--- src/rtl/core/sefp_pkg.sv ---
// ----------------------------------------------------------------------------
// sefp_pkg
// shared types and constants of the start/end framed command parser
// ----------------------------------------------------------------------------
package sefp_pkg;

	localparam int MAX_FRAME_BYTES = 32;
	localparam int LEN_W           = $clog2(MAX_FRAME_BYTES + 1);
	localparam int CNT_W           = $clog2(MAX_FRAME_BYTES);
	localparam int JOB_DEPTH       = 2;
	localparam int JOB_PTR_W       = $clog2(JOB_DEPTH);
	localparam int JOB_CNT_W       = $clog2(JOB_DEPTH + 1);
	localparam int RES_DEPTH       = 2;
	localparam int RES_PTR_W       = $clog2(RES_DEPTH);
	localparam int RES_CNT_W       = $clog2(RES_DEPTH + 1);

	// configuration register indexes
	localparam logic [1:0] REG_START_BYTE   = 2'd0;
	localparam logic [1:0] REG_END_BYTE     = 2'd1;
	localparam logic [1:0] REG_RX_MODE_CODE = 2'd2;
	localparam logic [1:0] REG_SEND_CODE    = 2'd3;

	localparam logic [7:0] ENABLE_BYTE = 8'h01;

	typedef enum logic [1:0] {
		KIND_NACK   = 2'd0,
		KIND_RXMODE = 2'd1,
		KIND_SEND   = 2'd2
	} kind_t;

	typedef enum logic [2:0] {
		ST_HUNT,
		ST_LEN,
		ST_CMD,
		ST_DATA,
		ST_END
	} fstate_t;

	typedef enum logic [1:0] {
		B_IDLE,
		B_READ,
		B_EMIT
	} bstate_t;

	typedef struct packed {
		logic [7:0] start_byte;
		logic [7:0] end_byte;
		logic [7:0] rx_mode_code;
		logic [7:0] send_code;
	} cfg_t;

	// one classified frame handed from front to back
	typedef struct packed {
		kind_t            kind;
		logic [7:0]       value;
		logic [CNT_W-1:0] count;
	} job_t;

	typedef struct packed {
		logic             en;
		logic [CNT_W-1:0] addr;
		logic [7:0]       data;
	} buf_wr_t;

	typedef struct packed {
		kind_t      kind;
		logic [7:0] value;
		logic       last;
	} res_t;

endpackage

--- src/rtl/core/stx_etx_frame_parser_core.sv ---
// ----------------------------------------------------------------------------
// stx_etx_frame_parser_core
// start/end framed command parser: serial bytes in, ack / nack / data bytes out
// ----------------------------------------------------------------------------
//
//  channel   dir  request moved by         payload
//  input     in   push && !full            rx_byte
//  results   out  pop && !empty            kind, value, last
//  config    in   wr_en                    wr_index, wr_data
//
//  an input byte is taken on push while full is low; a byte that closes a frame
//  becomes a job, a nack or rx-mode result moves from the job queue into the
//  result queue, a send frame is read out of the frame buffer byte by byte
//  through its registered read port (read state, then emit state); a further
//  byte is read only after the last one is pushed, and emit waits on a full result queue
//  full stays high while a send job owns the frame buffer or the job queue
//  is full; empty low means a result waits, held until popped
//  asynchronous reset loads the register defaults; the buffer is not cleared
//
// ----------------------------------------------------------------------------
module stx_etx_frame_parser_core (
	input  logic                clk,
	input  logic                arst_n,
	// byte input queue side
	input  logic                push,
	input  logic [7:0]          rx_byte,
	output logic                full,
	// result queue side
	output logic                empty,
	input  logic                pop,
	output sefp_pkg::kind_t     kind,
	output logic [7:0]          value,
	output logic                last,
	// configuration write port
	input  logic                wr_en,
	input  logic [1:0]          wr_index,
	input  logic [7:0]          wr_data
);
	import sefp_pkg::*;

	cfg_t    cfg_q;
	logic    job_push, job_full, job_pop, job_valid;
	job_t    job_in, job_head;
	buf_wr_t buf_wr;
	logic    send_done;
	res_t    res_head;

	// configuration registers, to be written only while the block is idle; the block itself does not enforce this
	always_ff @(posedge clk or negedge arst_n) begin
		if (!arst_n) begin
			cfg_q.start_byte   <= 8'd2;
			cfg_q.end_byte     <= 8'd3;
			cfg_q.rx_mode_code <= 8'd1;
			cfg_q.send_code    <= 8'd2;
		end else if (wr_en) begin
			unique case (wr_index)
				REG_START_BYTE:   cfg_q.start_byte   <= wr_data;
				REG_END_BYTE:     cfg_q.end_byte     <= wr_data;
				REG_RX_MODE_CODE: cfg_q.rx_mode_code <= wr_data;
				REG_SEND_CODE:    cfg_q.send_code    <= wr_data;
				default: ;
			endcase
		end
	end

	// front: frame parsing and classification
	sefp_front u_front (
		.clk       (clk),
		.arst_n    (arst_n),
		.in_push   (push),
		.in_byte   (rx_byte),
		.in_full   (full),
		.cfg       (cfg_q),
		.job_full  (job_full),
		.job_push  (job_push),
		.job       (job_in),
		.buf_wr    (buf_wr),
		.send_done (send_done)
	);

	// decoupling queue of classified frames
	sefp_job_q u_job_q (
		.clk      (clk),
		.arst_n   (arst_n),
		.push     (job_push),
		.push_job (job_in),
		.q_full   (job_full),
		.pop      (job_pop),
		.q_valid  (job_valid),
		.head     (job_head)
	);

	// back: result generation and buffer streaming
	sefp_back u_back (
		.clk       (clk),
		.arst_n    (arst_n),
		.job_valid (job_valid),
		.job       (job_head),
		.job_pop   (job_pop),
		.buf_wr    (buf_wr),
		.send_done (send_done),
		.res_empty (empty),
		.res_pop   (pop),
		.res_head  (res_head)
	);

	// oldest waiting result
	assign kind  = res_head.kind;
	assign value = res_head.value;
	assign last  = res_head.last;

endmodule

--- src/rtl/core/sefp_front.sv ---
// ----------------------------------------------------------------------------
// sefp_front
// byte parser: hunts for the start byte, reads length, command and data,
// writes data bytes to the frame buffer and classifies each frame into a job
// ----------------------------------------------------------------------------
module sefp_front (
	input  logic              clk,
	input  logic              arst_n,
	input  logic              in_push,
	input  logic [7:0]        in_byte,
	output logic              in_full,
	input  sefp_pkg::cfg_t    cfg,
	input  logic              job_full,
	output logic              job_push,
	output sefp_pkg::job_t    job,
	output sefp_pkg::buf_wr_t buf_wr,
	input  logic              send_done
);
	import sefp_pkg::*;

	fstate_t          state_q, state_d;
	logic [LEN_W-1:0] len_q;
	logic [7:0]       cmd_q;
	logic [CNT_W-1:0] byte_cnt_q;
	logic             first_one_q;
	logic             send_busy_q;
	logic             take;
	logic             len_bad;
	logic             data_done;

	// buffer is owned by a send job until the back side has read it out
	assign in_full   = job_full || send_busy_q;
	assign take      = in_push && !in_full;
	assign len_bad   = (in_byte == 8'd0) || (in_byte > 8'(MAX_FRAME_BYTES));
	assign data_done = (LEN_W'(byte_cnt_q) + LEN_W'(1)) == (len_q - LEN_W'(1));

	// next state
	always_comb begin
		state_d = state_q;
		if (take) begin
			unique case (state_q)
				ST_HUNT: begin
					if (in_byte == cfg.start_byte) state_d = ST_LEN;
				end
				ST_LEN: begin
					state_d = len_bad ? ST_HUNT : ST_CMD;
				end
				ST_CMD: begin
					if (in_byte != 8'd0) state_d = (len_q == LEN_W'(1)) ? ST_END : ST_DATA;
				end
				ST_DATA: begin
					if (data_done) state_d = ST_END;
				end
				ST_END: begin
					state_d = ST_HUNT;
				end
				default: state_d = ST_HUNT;
			endcase
		end
	end

	// outputs
	always_comb begin
		job_push    = 1'b0;
		job.kind    = KIND_NACK;
		job.value   = 8'd0;
		job.count   = '0;
		buf_wr.en   = take && (state_q == ST_DATA);
		buf_wr.addr = byte_cnt_q;
		buf_wr.data = in_byte;
		if (state_q == ST_END) begin
			job_push = take;
			if (in_byte == cfg.end_byte) begin
				priority if (cmd_q == cfg.rx_mode_code) begin
					if (byte_cnt_q != '0) begin
						job.kind  = KIND_RXMODE;
						job.value = {7'd0, first_one_q};
					end
				end else if (cmd_q == cfg.send_code) begin
					if (byte_cnt_q != '0) begin
						job.kind  = KIND_SEND;
						job.count = byte_cnt_q;
					end
				end else begin
					job.kind = KIND_NACK;
				end
			end
		end else if (state_q == ST_LEN) begin
			job_push = take && len_bad;
		end
	end

	always_ff @(posedge clk or negedge arst_n) begin
		if (!arst_n) begin
			state_q     <= ST_HUNT;
			len_q       <= '0;
			cmd_q       <= 8'd0;
			byte_cnt_q  <= '0;
			first_one_q <= 1'b0;
			send_busy_q <= 1'b0;
		end else begin
			state_q <= state_d;
			if (take) begin
				unique case (state_q)
					ST_HUNT: begin
						byte_cnt_q  <= '0;
						cmd_q       <= 8'd0;
						first_one_q <= 1'b0;
					end
					ST_LEN: len_q <= in_byte[LEN_W-1:0];
					ST_CMD: cmd_q <= in_byte;
					ST_DATA: begin
						if (byte_cnt_q == '0) first_one_q <= (in_byte == ENABLE_BYTE);
						byte_cnt_q <= byte_cnt_q + CNT_W'(1);
					end
					ST_END: ;
					default: ;
				endcase
			end
			if (job_push && (job.kind == KIND_SEND)) send_busy_q <= 1'b1;
			else if (send_done) send_busy_q <= 1'b0;
		end
	end

	a_no_wr_while_send: assert property (@(posedge clk) disable iff (!arst_n)
		!(buf_wr.en && send_busy_q))
		else $error("frame buffer written while a send job owns it");
	a_no_push_full: assert property (@(posedge clk) disable iff (!arst_n)
		!(job_push && job_full))
		else $error("job pushed into a full queue");

endmodule

--- src/rtl/core/sefp_job_q.sv ---
// ----------------------------------------------------------------------------
// sefp_job_q
// short queue of classified frames between front and back
// ----------------------------------------------------------------------------
module sefp_job_q (
	input  logic           clk,
	input  logic           arst_n,
	input  logic           push,
	input  sefp_pkg::job_t push_job,
	output logic           q_full,
	input  logic           pop,
	output logic           q_valid,
	output sefp_pkg::job_t head
);
	import sefp_pkg::*;

	job_t                 mem_q [JOB_DEPTH];
	logic [JOB_PTR_W-1:0] wr_ptr_q, rd_ptr_q;
	logic [JOB_CNT_W-1:0] cnt_q;
	logic                 do_push, do_pop;

	assign q_full  = (cnt_q == JOB_CNT_W'(JOB_DEPTH));
	assign q_valid = (cnt_q != '0);
	assign head    = mem_q[rd_ptr_q];
	assign do_push = push && !q_full;
	assign do_pop  = pop && q_valid;

	always_ff @(posedge clk) begin
		if (do_push) mem_q[wr_ptr_q] <= push_job;
	end

	always_ff @(posedge clk or negedge arst_n) begin
		if (!arst_n) begin
			wr_ptr_q <= '0;
			rd_ptr_q <= '0;
			cnt_q    <= '0;
		end else begin
			if (do_push)
				wr_ptr_q <= (wr_ptr_q == JOB_PTR_W'(JOB_DEPTH - 1)) ? '0 : wr_ptr_q + JOB_PTR_W'(1);
			if (do_pop)
				rd_ptr_q <= (rd_ptr_q == JOB_PTR_W'(JOB_DEPTH - 1)) ? '0 : rd_ptr_q + JOB_PTR_W'(1);
			if (do_push && !do_pop) cnt_q <= cnt_q + JOB_CNT_W'(1);
			else if (do_pop && !do_push) cnt_q <= cnt_q - JOB_CNT_W'(1);
		end
	end

endmodule

--- src/rtl/core/sefp_back.sv ---
// ----------------------------------------------------------------------------
// sefp_back
// job executor: holds the frame buffer, turns jobs into results and streams
// buffered bytes of a send job through a small result queue
// ----------------------------------------------------------------------------
module sefp_back (
	input  logic              clk,
	input  logic              arst_n,
	input  logic              job_valid,
	input  sefp_pkg::job_t    job,
	output logic              job_pop,
	input  sefp_pkg::buf_wr_t buf_wr,
	output logic              send_done,
	output logic              res_empty,
	input  logic              res_pop,
	output sefp_pkg::res_t    res_head
);
	import sefp_pkg::*;

	logic [7:0]           buf_mem [MAX_FRAME_BYTES];
	logic [7:0]           rd_q;
	bstate_t              state_q, state_d;
	logic [CNT_W-1:0]     idx_q, cnt_q;
	logic                 last_byte;
	logic                 rd_en;
	logic                 res_push;
	res_t                 res_in;
	res_t                 res_mem_q [RES_DEPTH];
	logic [RES_PTR_W-1:0] wr_ptr_q, rd_ptr_q;
	logic [RES_CNT_W-1:0] res_cnt_q;
	logic                 res_full, do_pop;

	assign res_full  = (res_cnt_q == RES_CNT_W'(RES_DEPTH));
	assign res_empty = (res_cnt_q == '0);
	assign res_head  = res_mem_q[rd_ptr_q];
	assign do_pop    = res_pop && !res_empty;
	assign last_byte = (idx_q == (cnt_q - CNT_W'(1)));

	// frame buffer, registered read
	always_ff @(posedge clk) begin
		if (buf_wr.en) buf_mem[buf_wr.addr] <= buf_wr.data;
		if (rd_en) rd_q <= buf_mem[idx_q];
	end

	// next state
	always_comb begin
		state_d = state_q;
		unique case (state_q)
			B_IDLE: begin
				if (job_valid && (job.kind == KIND_SEND)) state_d = B_READ;
			end
			B_READ: state_d = B_EMIT;
			B_EMIT: begin
				if (!res_full) state_d = last_byte ? B_IDLE : B_READ;
			end
			default: state_d = B_IDLE;
		endcase
	end

	// outputs
	always_comb begin
		job_pop      = 1'b0;
		res_push     = 1'b0;
		res_in.kind  = job.kind;
		res_in.value = job.value;
		res_in.last  = 1'b1;
		rd_en        = 1'b0;
		send_done    = 1'b0;
		unique case (state_q)
			B_IDLE: begin
				if (job_valid) begin
					if (job.kind == KIND_SEND) begin
						job_pop = 1'b1;
					end else if (!res_full) begin
						job_pop  = 1'b1;
						res_push = 1'b1;
					end
				end
			end
			B_READ: rd_en = 1'b1;
			B_EMIT: begin
				res_in.kind  = KIND_SEND;
				res_in.value = rd_q;
				res_in.last  = last_byte;
				if (!res_full) begin
					res_push  = 1'b1;
					send_done = last_byte;
				end
			end
			default: ;
		endcase
	end

	always_ff @(posedge clk) begin
		if (res_push) res_mem_q[wr_ptr_q] <= res_in;
	end

	always_ff @(posedge clk or negedge arst_n) begin
		if (!arst_n) begin
			state_q   <= B_IDLE;
			idx_q     <= '0;
			cnt_q     <= '0;
			wr_ptr_q  <= '0;
			rd_ptr_q  <= '0;
			res_cnt_q <= '0;
		end else begin
			state_q <= state_d;
			if (state_q == B_IDLE && job_pop && job.kind == KIND_SEND) begin
				cnt_q <= job.count;
				idx_q <= '0;
			end else if (state_q == B_EMIT && res_push && !last_byte) begin
				idx_q <= idx_q + CNT_W'(1);
			end
			if (res_push)
				wr_ptr_q <= (wr_ptr_q == RES_PTR_W'(RES_DEPTH - 1)) ? '0 : wr_ptr_q + RES_PTR_W'(1);
			if (do_pop)
				rd_ptr_q <= (rd_ptr_q == RES_PTR_W'(RES_DEPTH - 1)) ? '0 : rd_ptr_q + RES_PTR_W'(1);
			if (res_push && !do_pop) res_cnt_q <= res_cnt_q + RES_CNT_W'(1);
			else if (do_pop && !res_push) res_cnt_q <= res_cnt_q - RES_CNT_W'(1);
		end
	end

	a_read_then_emit: assert property (@(posedge clk) disable iff (!arst_n)
		(state_q == B_READ) |=> (state_q == B_EMIT))
		else $error("buffer read not followed by emit");
	a_done_on_last: assert property (@(posedge clk) disable iff (!arst_n)
		send_done |-> (res_push && res_in.last && res_in.kind == KIND_SEND))
		else $error("send done without last send result");

endmodule
--- config.mk ---
export PLATFORM = sky130hd
export DESIGN_NAME = stx_etx_frame_parser_core
export DESIGN_NICKNAME = d
export VERILOG_FILES = /design/src/rtl/core/sefp_pkg.sv /design/src/rtl/core/stx_etx_frame_parser_core.sv /design/src/rtl/core/sefp_front.sv /design/src/rtl/core/sefp_job_q.sv /design/src/rtl/core/sefp_back.sv
export SDC_FILE = /design/constraint.sdc
export NUM_CORES = 1
export LEC_CHECK = 0
export ABC_AREA = 1
export BUFFER_PORTS_ARGS = -buffer_cell sky130_fd_sc_hd__buf_4
export CAP_MARGIN = 20
export CORE_ASPECT_RATIO = 0.8
export CORE_MARGIN = 2
export CORE_UTILIZATION = 65
export CTS_BUF_LIST = sky130_fd_sc_hd__clkbuf_8
export CTS_CLUSTER_DIAMETER = 150
export DETAILED_ROUTE_END_ITERATION = 7
export GPL_ROUTABILITY_DRIVEN = 0
export GPL_TIMING_DRIVEN = 0
export HOLD_SLACK_MARGIN = 0.05
export MAX_ROUTING_LAYER = met4
export PLACE_DENSITY_LB_ADDON = 0.3
export SYNTH_ARGS = -nofsm -noshare
export SYNTH_HDL_FRONTEND = slang
export SYNTH_HIERARCHICAL = 1
export SYNTH_SLANG_ARGS = --single-unit
--- constraint.sdc ---
create_clock -name clk -period 3.5 [get_ports clk]
set_input_delay 0.7 -clock clk [delete_from_list [all_inputs] [get_ports clk]]
set_output_delay 0.7 -clock clk [all_outputs]
set_load 0.02 [all_outputs]
## Yosys cells after proc, flatten, opt, wreduce, memory -nomap -nowiden

Memory sizes are Yosys's and may differ from the RTL's. A register that Yosys moved wholly into a read port is not among the register bits.
Cells that the tools add are included.

| cells by class | value |
|---|---|
| order comparisons | 1 |
| multiplexer cells | 55 |
| reduce and logical (&&, ||, !) cells | 51 |
| eq/ne operators | 27 |
| add/sub/neg operators | 13 |

Operators by type and width:

| cell | count |
|---|---|
| 8-bit == test | 4 |
| 15-bit two-way mux | 2 |
| 1-bit two-way mux | 25 |
| 5-bit two-way mux | 5 |
| 2-bit two-way mux | 10 |
| 1-bit logical AND | 16 |
| 8-bit one-hot mux with 2 select lines | 1 |
| 2-bit AND reduction | 8 |
| 2-bit == test (second input constant) | 7 |
| 2-bit nonzero test | 7 |
| 3-bit two-way mux | 4 |
| 3-bit one-hot mux with 4 select lines | 1 |
| 11-bit two-way mux | 1 |
| 5-bit by 1-bit adder with 5-bit output (second input constant) | 2 |
| 5-bit one-hot mux with 2 select lines | 1 |
| 9-bit two-way mux | 1 |
| 8-bit by 1-bit == test with 1-bit output (second input constant) | 1 |
| 8-bit by 6-bit greater-than comparator with 1-bit output (second input constant) | 1 |
| 1-bit logical NOT | 8 |
| 8-bit logical NOT | 1 |
| 8-bit two-way mux | 1 |
| 2-bit by 1-bit != test with 1-bit output (second input constant) | 4 |
| 8-bit nonzero test | 1 |
| 5-bit by 1-bit adder with 6-bit output (second input constant) | 1 |
| other kinds (22) | 34 |

| storage, ports and cells | value |
|---|---|
| word-level logic and storage cells | 169 |
| output and inout bits | 13 |
| flip-flop bits (word level) | 76 |
| input port bits | 23 |
| memories | 3 |
| memory bits (writable) | 308 |

Memories:

| memory | words | width | read ports | clocked after memory_dff | wr ports | RTL line | source |
|---|---|---|---|---|---|---|---|
| u_back.buf_mem | 32 | 8 | 1 | 1 | 1 | sefp_back.sv:20 | `logic [7:0] buf_mem [MAX_FRAME_BYTES];` |
| u_job_q.mem_q | 2 | 15 | 1 | 0 | 1 | sefp_job_q.sv:17 | `job_t mem_q [JOB_DEPTH];` |
| u_back.res_mem_q | 2 | 11 | 1 | 0 | 1 | sefp_back.sv:28 | `res_t res_mem_q [RES_DEPTH];` |

## Depth between registers and ports, before layout

Gate-level depths: netlist of run 1.

| logic depth | value |
|---|---|
| depth after elaboration | 12 |
| depth in mapped cells | 15 |
| mapped depth without buffers | 15 |

## Hierarchy

The synthesis of run 1 kept the hierarchy.

By module, submodules not included:

| module | area each (sq um) | times used | sequential area each (sq um) | cells an instance |
|---|---|---|---|---|
| sefp_back | 12,523.3 | 1 | 8,988.6 | 1,115 |
| sefp_front | 2,132.0 | 1 | 600.6 | 294 |
| stx_etx_frame_parser_core | 1,442.6 | 1 | 807.0 | 143 |
| sefp_job_q | 1,341.3 | 1 | 1,001.0 | 110 |

## Least setup slack after synthesis of run 1

No wires, ideal clock.

| timing path | value |
|---|---|
| path type | input to register |
| start | in rx_byte[2] |
| end | mem u_job_q/mem_q[1][0] in the netlist's numbering, enable pin |
| path buffers | 0 |
| data arrival time | 2,085 ps |
| stages | 7 |
| path slack | 1,028 ps |
| library setup time | 386 ps |
| required time | 3,114 ps |
| path through | nor2_1 -> nand3_1 -> nor2_1 -> nor3b_2 -> o21ai_1 -> o21ai_1 -> nor2_1 |

| on the way | value |
|---|---|
| longest elaborated chain between the ends | 8 |
| elaborated cells between the ends (all ways) | 9 |
| those cells by class | order compare: 1; mux: 4; reduce/logical: 4 |

RTL lines:

| what | RTL line | source |
|---|---|---|
| from (decl) | stx_etx_frame_parser_core.sv:26 | `input logic [7:0] rx_byte,` |
| 8-bit by 6-bit greater-than comparator with 1-bit output / 8-bit logical NOT (equally long branches) | sefp_front.sv:34 | `assign len_bad = (in_byte == 8'd0) \|\| (in_byte > 8'(MAX_FRAME_BYTES));` |
| 1-bit logical OR (*) | sefp_front.sv:34 |  |
| 1-bit logical AND (*) | sefp_front.sv:89 | `job_push = take && len_bad;` |
| 1-bit two-way mux (*) | sefp_front.sv:88 | `end else if (state_q == ST_LEN) begin` |
| 1-bit two-way mux (*) | sefp_front.sv:71 | `if (state_q == ST_END) begin` |
| named net job_push | stx_etx_frame_parser_core.sv:42 | `logic job_push, job_full, job_pop, job_valid;` |
| 1-bit logical AND (*) | sefp_job_q.sv:25 | `assign do_push = push && !q_full;` |
| 1-bit two-way mux (*) | sefp_job_q.sv:29 | `if (do_push) mem_q[wr_ptr_q] <= push_job;` |
| 1-bit two-way mux (not written as such) (*) | sefp_job_q.sv:29 |  |
| to (decl) | sefp_job_q.sv:17 |  |

Mark *: on every way through the listed nets, which the timed path passes. The rest lies on a longest branch.

==> metrics, run 1 <==
async set or reset register ratio after synthesis=0.194; # H-tree levels=2; EDFF count, synth=roughly 320; clk slew on worst S/H paths=60 ps; worst path arrival time=roughly 3200 ps; RR Endpoint=u_back/buf_mem[9][7]; yosys warns=6; Avg WL per Cell=19.3 um; commonest non-fill, non-tap cell in the layout=nand2_1; clock skew=25.7 ps; Hold EP=cfg_q[1]; post-synthesis sequential area ratio=0.654; Lkg Pwr=slightly below 8 nW; r2r setup slk=approximately 500 ps; first-pass GRT wire length=65000 um; # clock sinks=between 300 and 400; post-synthesis average cell area=10.5 um^2; Worst R2R Start=u_job_q/cnt_q[1]; status=complete, no violations; Worst Setup Start Kind=flip-flop; CTS Buf Count=58; antenna viol nets, final=0; Pins Over Slew Limit=0; Hold Crit Start=wr_data[1]; nets@finish=1796; DP HPWL=approximately 28000 um; Post-Layout Cell Count=2171; Ports=36; adder-cell share of the synthesized area=0.00574; die area=28200 um^2; Yosys cell types=between 40 and 50; post-synth top area share=0.544; Post CTS Setup Buffer Count=0; max-cap violations=0; multiplexer area fraction after synthesis=0.00172; DRT iter0 DRCs=1332; post-synthesis simple-gate area fraction=0.225; peak supply drop=between 0.0004 and 0.0005 V; CTS max path bufs=3; number of vias per cell=5.90; Synth Area in Compound Gates=0.0452; WHS Path Cells=3; core box area=~26000 um^2; Gate Count Post-Synth=1662; DRT Wirelength=42000 um; RSZ-0062 raised after global routing=false; Max Clk Rate=333 MHz; Worst Path Max Fanout=8; drt drc=0; Area Growth Syn to Fin=10.8%; setup TNS=0 ps; Pre-antenna DRT Iters=6; Die H=roughly 150 um; vias after detailed routing=12800; Synth Register Bits=392; crit path time final=3000 ps; largest net degree at the start of global routing=77; Tightest Hold Check Type=input port to flip-flop; clk_lat worst skew=590 ps; CP endpoint kind=flip-flop; Core Rows=53; gr ovfl total=0; PortBufs=34; die width=between 150 and 200 um; type of the worst setup path=flip-flop to flip-flop; Final setup viols=0; leading cell types in the layout, fill and taps excluded=434 x nand2_1, 316 x edfxtp_1, 249 x nor2_1; worst-case reg-to-reg path depth=7; vias in the first global route=12300; Inst Count DP=2060; synthesized cell area=between 15000 and 20000 um^2; ratio of cells with drive above 1 in the final layout=0.137; WP data required=3710 ps; Final Hold Fails=0; period utilization=0.858; ant diodes=0; CTS Root Cell=clkbuf_8; prevailing post-synth register cell=edfxtp_1; gr usage total=0.312; Post-Synth XOR/XNOR Area=0.0181; post_cts resized=0; main combinational cell family by area after synthesis=simple AND/OR/NAND/NOR gates; power per cell area=641 nW/um^2; top cells by area, synth=edfxtp_1 54%, dfrtp_1 10%, nand2_1 9.3%, nor2_1 5.4%, nand3_1 4.1%; CTS tree=built; Slew headroom=0.344; area leader, netlist=edfxtp_1; Initial Utilization=0.662; Worst Max-Slew Pin Slew=980 ps; initial antenna violation count=0
[worst max-delay path by stage]
stage,from,end,cells past startpoint
global placement,rx_byte[5],u_job_q/mem_q[1][9],8
CTS,u_job_q/cnt_q[1],u_back/buf_mem[9][7],7
floorplan,rx_byte[2],u_job_q/mem_q[1][0],7
global route,u_job_q/cnt_q[1],u_back/buf_mem[9][3],7
detailed placement,push,u_back/buf_mem[9][7],5
finish,u_job_q/cnt_q[1],u_back/buf_mem[9][7],7
[worst max-delay path, cell delays in order (launching register included)]
cell	delay, ps
dfrtp_1	390
inv_1	150
nor2_2	80
inv_2	60
nand3_1	210
nor2_2	330
nand3_1	520
nor2_1	900
[per-stage QoR]
step | area, um^2 | setup WS (ps) | power [mW] | utilization | hold slack, ps
after floorplan | 17500 | 1030 | 7.64 | - | 404
after global placement | 18200 | 369 | 8.67 | 0.690 | 456
after detailed placement | 18200 | 523 | 8.78 | 0.690 | 466
after CTS | 19300 | 610 | 12.2 | 0.733 | 291
after global routing | 19300 | 434 | 12.9 | 0.734 | 388
final | 19300 | 496 | 12.4 | 0.734 | 376
[synth_stat cells (4+ instances only)]
library cell	instances
a21oi_1	26
buf_2	31
buf_4	21
buf_6	14
clkbuf_1	13
dfrtp_1	71
dfstp_2	5
edfxtp_1	316
ha_1	8
inv_1	51
inv_2	24
nand2_1	434
nand2_2	9
nand3_1	142
nand4_1	37
nor2_1	249
nor2_2	8
nor3_2	5
o211ai_1	8
o21ai_0	85
o21ai_1	20
o31ai_1	4
or2_0	4
or2_1	6
xnor2_1	24
xor2_1	12
[report_power, final]
group          internal (mW)  switching [mW]
clock network           1.82            1.69
logic                   1.05            2.45
registers               5.25           0.115
total                   8.13            4.26
[cell families (layout without fill, tap and decap cells)]
group	after synthesis	count (layout)
mux	2	2
simple gates	911	911
buf+inv	164	310
flops	392	392
fa+ha+maj	8	8
other cells	1	7
xor+xnor	36	36
compound gates	148	148
[per-layer routing]
metal	global-route usage	vias to the layer above	part of all wire
li1	-	5828	-
met5	-	-	0
met4	0.125	0	0.035
met1	0.415	6071	0.40
met3	0.0935	149	0.13
met2	0.457	762	0.44
[final cells by class]
type                            instances  area (um^2)
Buffer                                 82          532
Clock buffer                           64          881
Clock inverter                         45          235
Fill cell                            1795         7000
Inverter                               82          354
Multi-Input combinational cell       1112         5180
Sequential cell                       392        11400
Tap cell                              357          447
Timing Repair Buffer                   37          304
[state kept, by name (all words and copies together), names as in the netlist, 6 cells and up]
name and flops:
u_back/rd_q 8, cfg_q 32, u_back/buf_mem 256, u_front/cmd_q 8, u_front/len_q 6, u_back/res_mem_q 22
u_job_q/mem_q 30
[what timing repair did]
action | in CTS | in global routing
setup endpoints to repair | 0 | 0
endpoints found under the hold margin | 0 | 18
hold buffers | 0 | 1
Note: power is estimated with default switching activity, not from simulation.
==> run 2, diff against run 1 <==
- ABC_AREA: 1 -> 0
==> metrics, run 2 <==
die area=26900 um^2 (-4.3%); DRT Wirelength=33800 um (-20%); async set or reset register ratio after synthesis=0.194 (unchanged); Tightest Hold Check Type=input port to flip-flop; type of the worst setup path=flip-flop to flip-flop; PortBufs=33 (-2.9%); drt drc=0 (unchanged); Final setup viols=0 (unchanged); crit path time final=3240 ps (+239 ps); Core Rows=52 (-1.9%); Pre-antenna DRT Iters=5 (-1); peak supply drop=0.000405 V (+0.61%); setup TNS=0 ps (unchanged); RSZ-0062 raised after global routing=false; nets@finish=1170 (-35%); Die H=147 um (-2.2%); clk_lat worst skew=600 ps (about the same); Hold Crit Start=wr_data[1]; CTS max path bufs=3 (unchanged); area leader, netlist=edfxtp_1; Max Clk Rate=308 MHz (-7.4%); EDFF count, synth=316 (unchanged); gr usage total=0.269 (-0.0432); clock skew=26.3 ps (+0.602 ps); fill count=1602 (-11%); post-synthesis sequential area ratio=0.684 (+0.0303); Pins Over Slew Limit=0 (unchanged); most frequent cells after synthesis=316 x edfxtp_1, 88 x mux2i_1, 75 x nand2_1; area of the multi-input gates=4860 um^2 (-6.1%); worst hold slack=385 ps (+9.78 ps); DRT iter0 DRCs=885 (-34%); number of vias per cell=6.07 (+2.9%); post-synthesis average cell area=16.1 um^2 (+53%); Crit path top cell by count=nor2_1; CP endpoint kind=flip-flop; Slew headroom=0.343 (-0.000864); initial antenna violation count=0 (unchanged); first-pass GRT wire length=52600 um (-19%); prevailing post-synth register cell=edfxtp_1; worst-case reg-to-reg path depth=7 (unchanged); Final Power=13.5 mW (+8.8%); Worst R2R Start=u_front/state_q[0]; CTS tree=built; Worst Setup Start Kind=flip-flop; Area Growth Syn to Fin=10.7%; largest net degree at the start of global routing=77 (unchanged); RR Endpoint=u_back/buf_mem[8][5]; Regs by FF count=u_back/buf_mem: 256 flops, cfg_q: 32 flops, u_job_q/mem_q: 30 flops; CP Buf/Inv Count=2 (unchanged); clk slew on worst S/H paths=70 ps (about the same); leading cell types in the layout, fill and taps excluded=316 x edfxtp_1, 88 x mux2i_1, 75 x nand2_1; status=complete, no violations; final core area utilization=0.731 (-0.00342); # H-tree levels=2 (unchanged); ant diodes=0 (unchanged); max reg flops=256 (unchanged); largest register by flop count=u_back/buf_mem; DP HPWL=22100 um (-22%); Final Hold Fails=0 (unchanged); WP data required=3710 ps (about the same); most frequent cell after synthesis=edfxtp_1; commonest non-fill, non-tap cell in the layout=edfxtp_1; slowest cell delay on critical path=770 ps (-130 ps); vias in the first global route=9293 (-24%); top cells by area, synth=edfxtp_1 57%, dfrtp_1 11%, mux2i_1 5.3%, mux4_2 4.3%, mux2_2 4.1%; register area=11400 um^2 (unchanged); # hold bufs at CTS=0 (unchanged); yosys warns=6 (unchanged); WHS Path Cells=2 (-1); max-cap violations=0 (unchanged); # clock sinks=392 (unchanged); Ports=36 (unchanged); power per cell area=730 nW/um^2 (+14%); synthesized cell area=16700 um^2 (-4.4%); antenna viol nets, final=0 (unchanged); vias after detailed routing=9179 (-28%); worst path arrival time=3460 ps (+240 ps); die width=183 um (-2.2%); ratio of cells with drive above 1 in the final layout=0.233 (+0.0965); delay-heaviest family, CP=simple AND/OR/NAND/NOR gates; Initial Utilization=0.660 (-0.00218); Worst Max-Slew Pin Slew=983 ps (+2.89 ps); CTS Root Cell=clkbuf_8; Worst Path Max Fanout=8 (unchanged); Post CTS Setup Buffer Count=0 (unchanged); CTS Buf Count=58 (unchanged); post-synth top area share=0.569 (+0.0252); Lkg Pwr=6.64 nW (-15%); Yosys cell types=69 (+50%); Hold EP=cfg_q[9]; core box area=25200 um^2 (-4.1%); Synth Register Bits=392 (unchanged); r2r setup slk=260 ps (-240 ps); Avg WL per Cell=22.3 um (+15%); CP Cell Sequence=inv_1 -> nor2_1 -> nand2_1 -> nor2_1 -> or3b_2 -> clkbuf_1 -> nor2_1; gr ovfl total=0 (unchanged); post_cts resized=0 (unchanged); period utilization=0.927 (+0.0682); Gate Count Post-Synth=1037 (-38%); cell with the largest stage delay on the worst path=nor2_1
[run 2: changes by cell type after synthesis, moves of 33 or more]
| cell | previous run | this run |
|---|---|---|
| nand2_1 | 434 | 75 |
| mux2_2 | 0 | 60 |
| mux2i_1 | 0 | 88 |
| nand4_1 | 37 | 4 |
| nand3_1 | 142 | 11 |
| o21ai_0 | 85 | 13 |
| inv_1 | 51 | 14 |
| nor2_1 | 249 | 54 |
[run 2: worst max-delay path by stage]
| stage | from | endpoint | slack [ps] | cells after the start |
|---|---|---|---|---|
| after floorplan | rx_byte[1] | u_job_q/mem_q[0][0] | 470 | 7 |
| after global placement | rx_byte[1] | u_job_q/mem_q[0][6] | -200 | 8 |
| after detailed placement | rx_byte[1] | u_job_q/mem_q[0][6] | 130 | 9 |
| after CTS | u_front/state_q[0] | u_back/buf_mem[28][3] | 350 | 7 |
| after global routing | u_front/state_q[0] | u_back/buf_mem[28][3] | 120 | 7 |
| final | u_front/state_q[0] | u_back/buf_mem[8][5] | 260 | 7 |
[run 2: layout make-up]
class / instances / area share
inverters: 14 / 0.00285
repair buffers: 36 / 0.0159
clock buffers: 63 / 0.0470
flip-flops and latches: 392 / 0.618
well taps: 324 / 0.0220
plain buffers: 61 / 0.0203
clock inverters: 46 / 0.0104
multi-input cells: 576 / 0.264
[run 2: where the power goes]
part | total, mW | switching [mW] | internal [mW] | leakage [nW]
combinational | 4.10 | 2.27 | 1.83 | 2.23
sequential | 6.03 | 0.351 | 5.68 | 3.79
clock | 3.34 | 1.68 | 1.66 | 0.632
[run 2: metal layers]
layer  global-route usage  share of wire
met1                0.389           0.43
met5                    -              0
met3               0.0553          0.085
met4               0.0712          0.018
met2                0.398           0.46
[run 2: through the flow]
step | cell area, um^2 | instances | setup WS [ps]
after floorplan | 16700 | 1043 | 465
after global placement | 17300 | 1400 | -196
after detailed placement | 17400 | 1401 | 129
after CTS | 18400 | 1510 | 349
after global routing | 18400 | 1512 | 121
final | 18400 | 1512 | 257
[run 2: cell families after synthesis]
kind of cell / share of synthesized area
DFF: 0.684
other: 0.000225
AOI/OAI and AO/OA: 0.0405
buffers and inverters: 0.0257
adders and majority gates: 0.00601
muxes: 0.145
and+or+nand+nor: 0.0682
xor gates and xnor gates: 0.0308
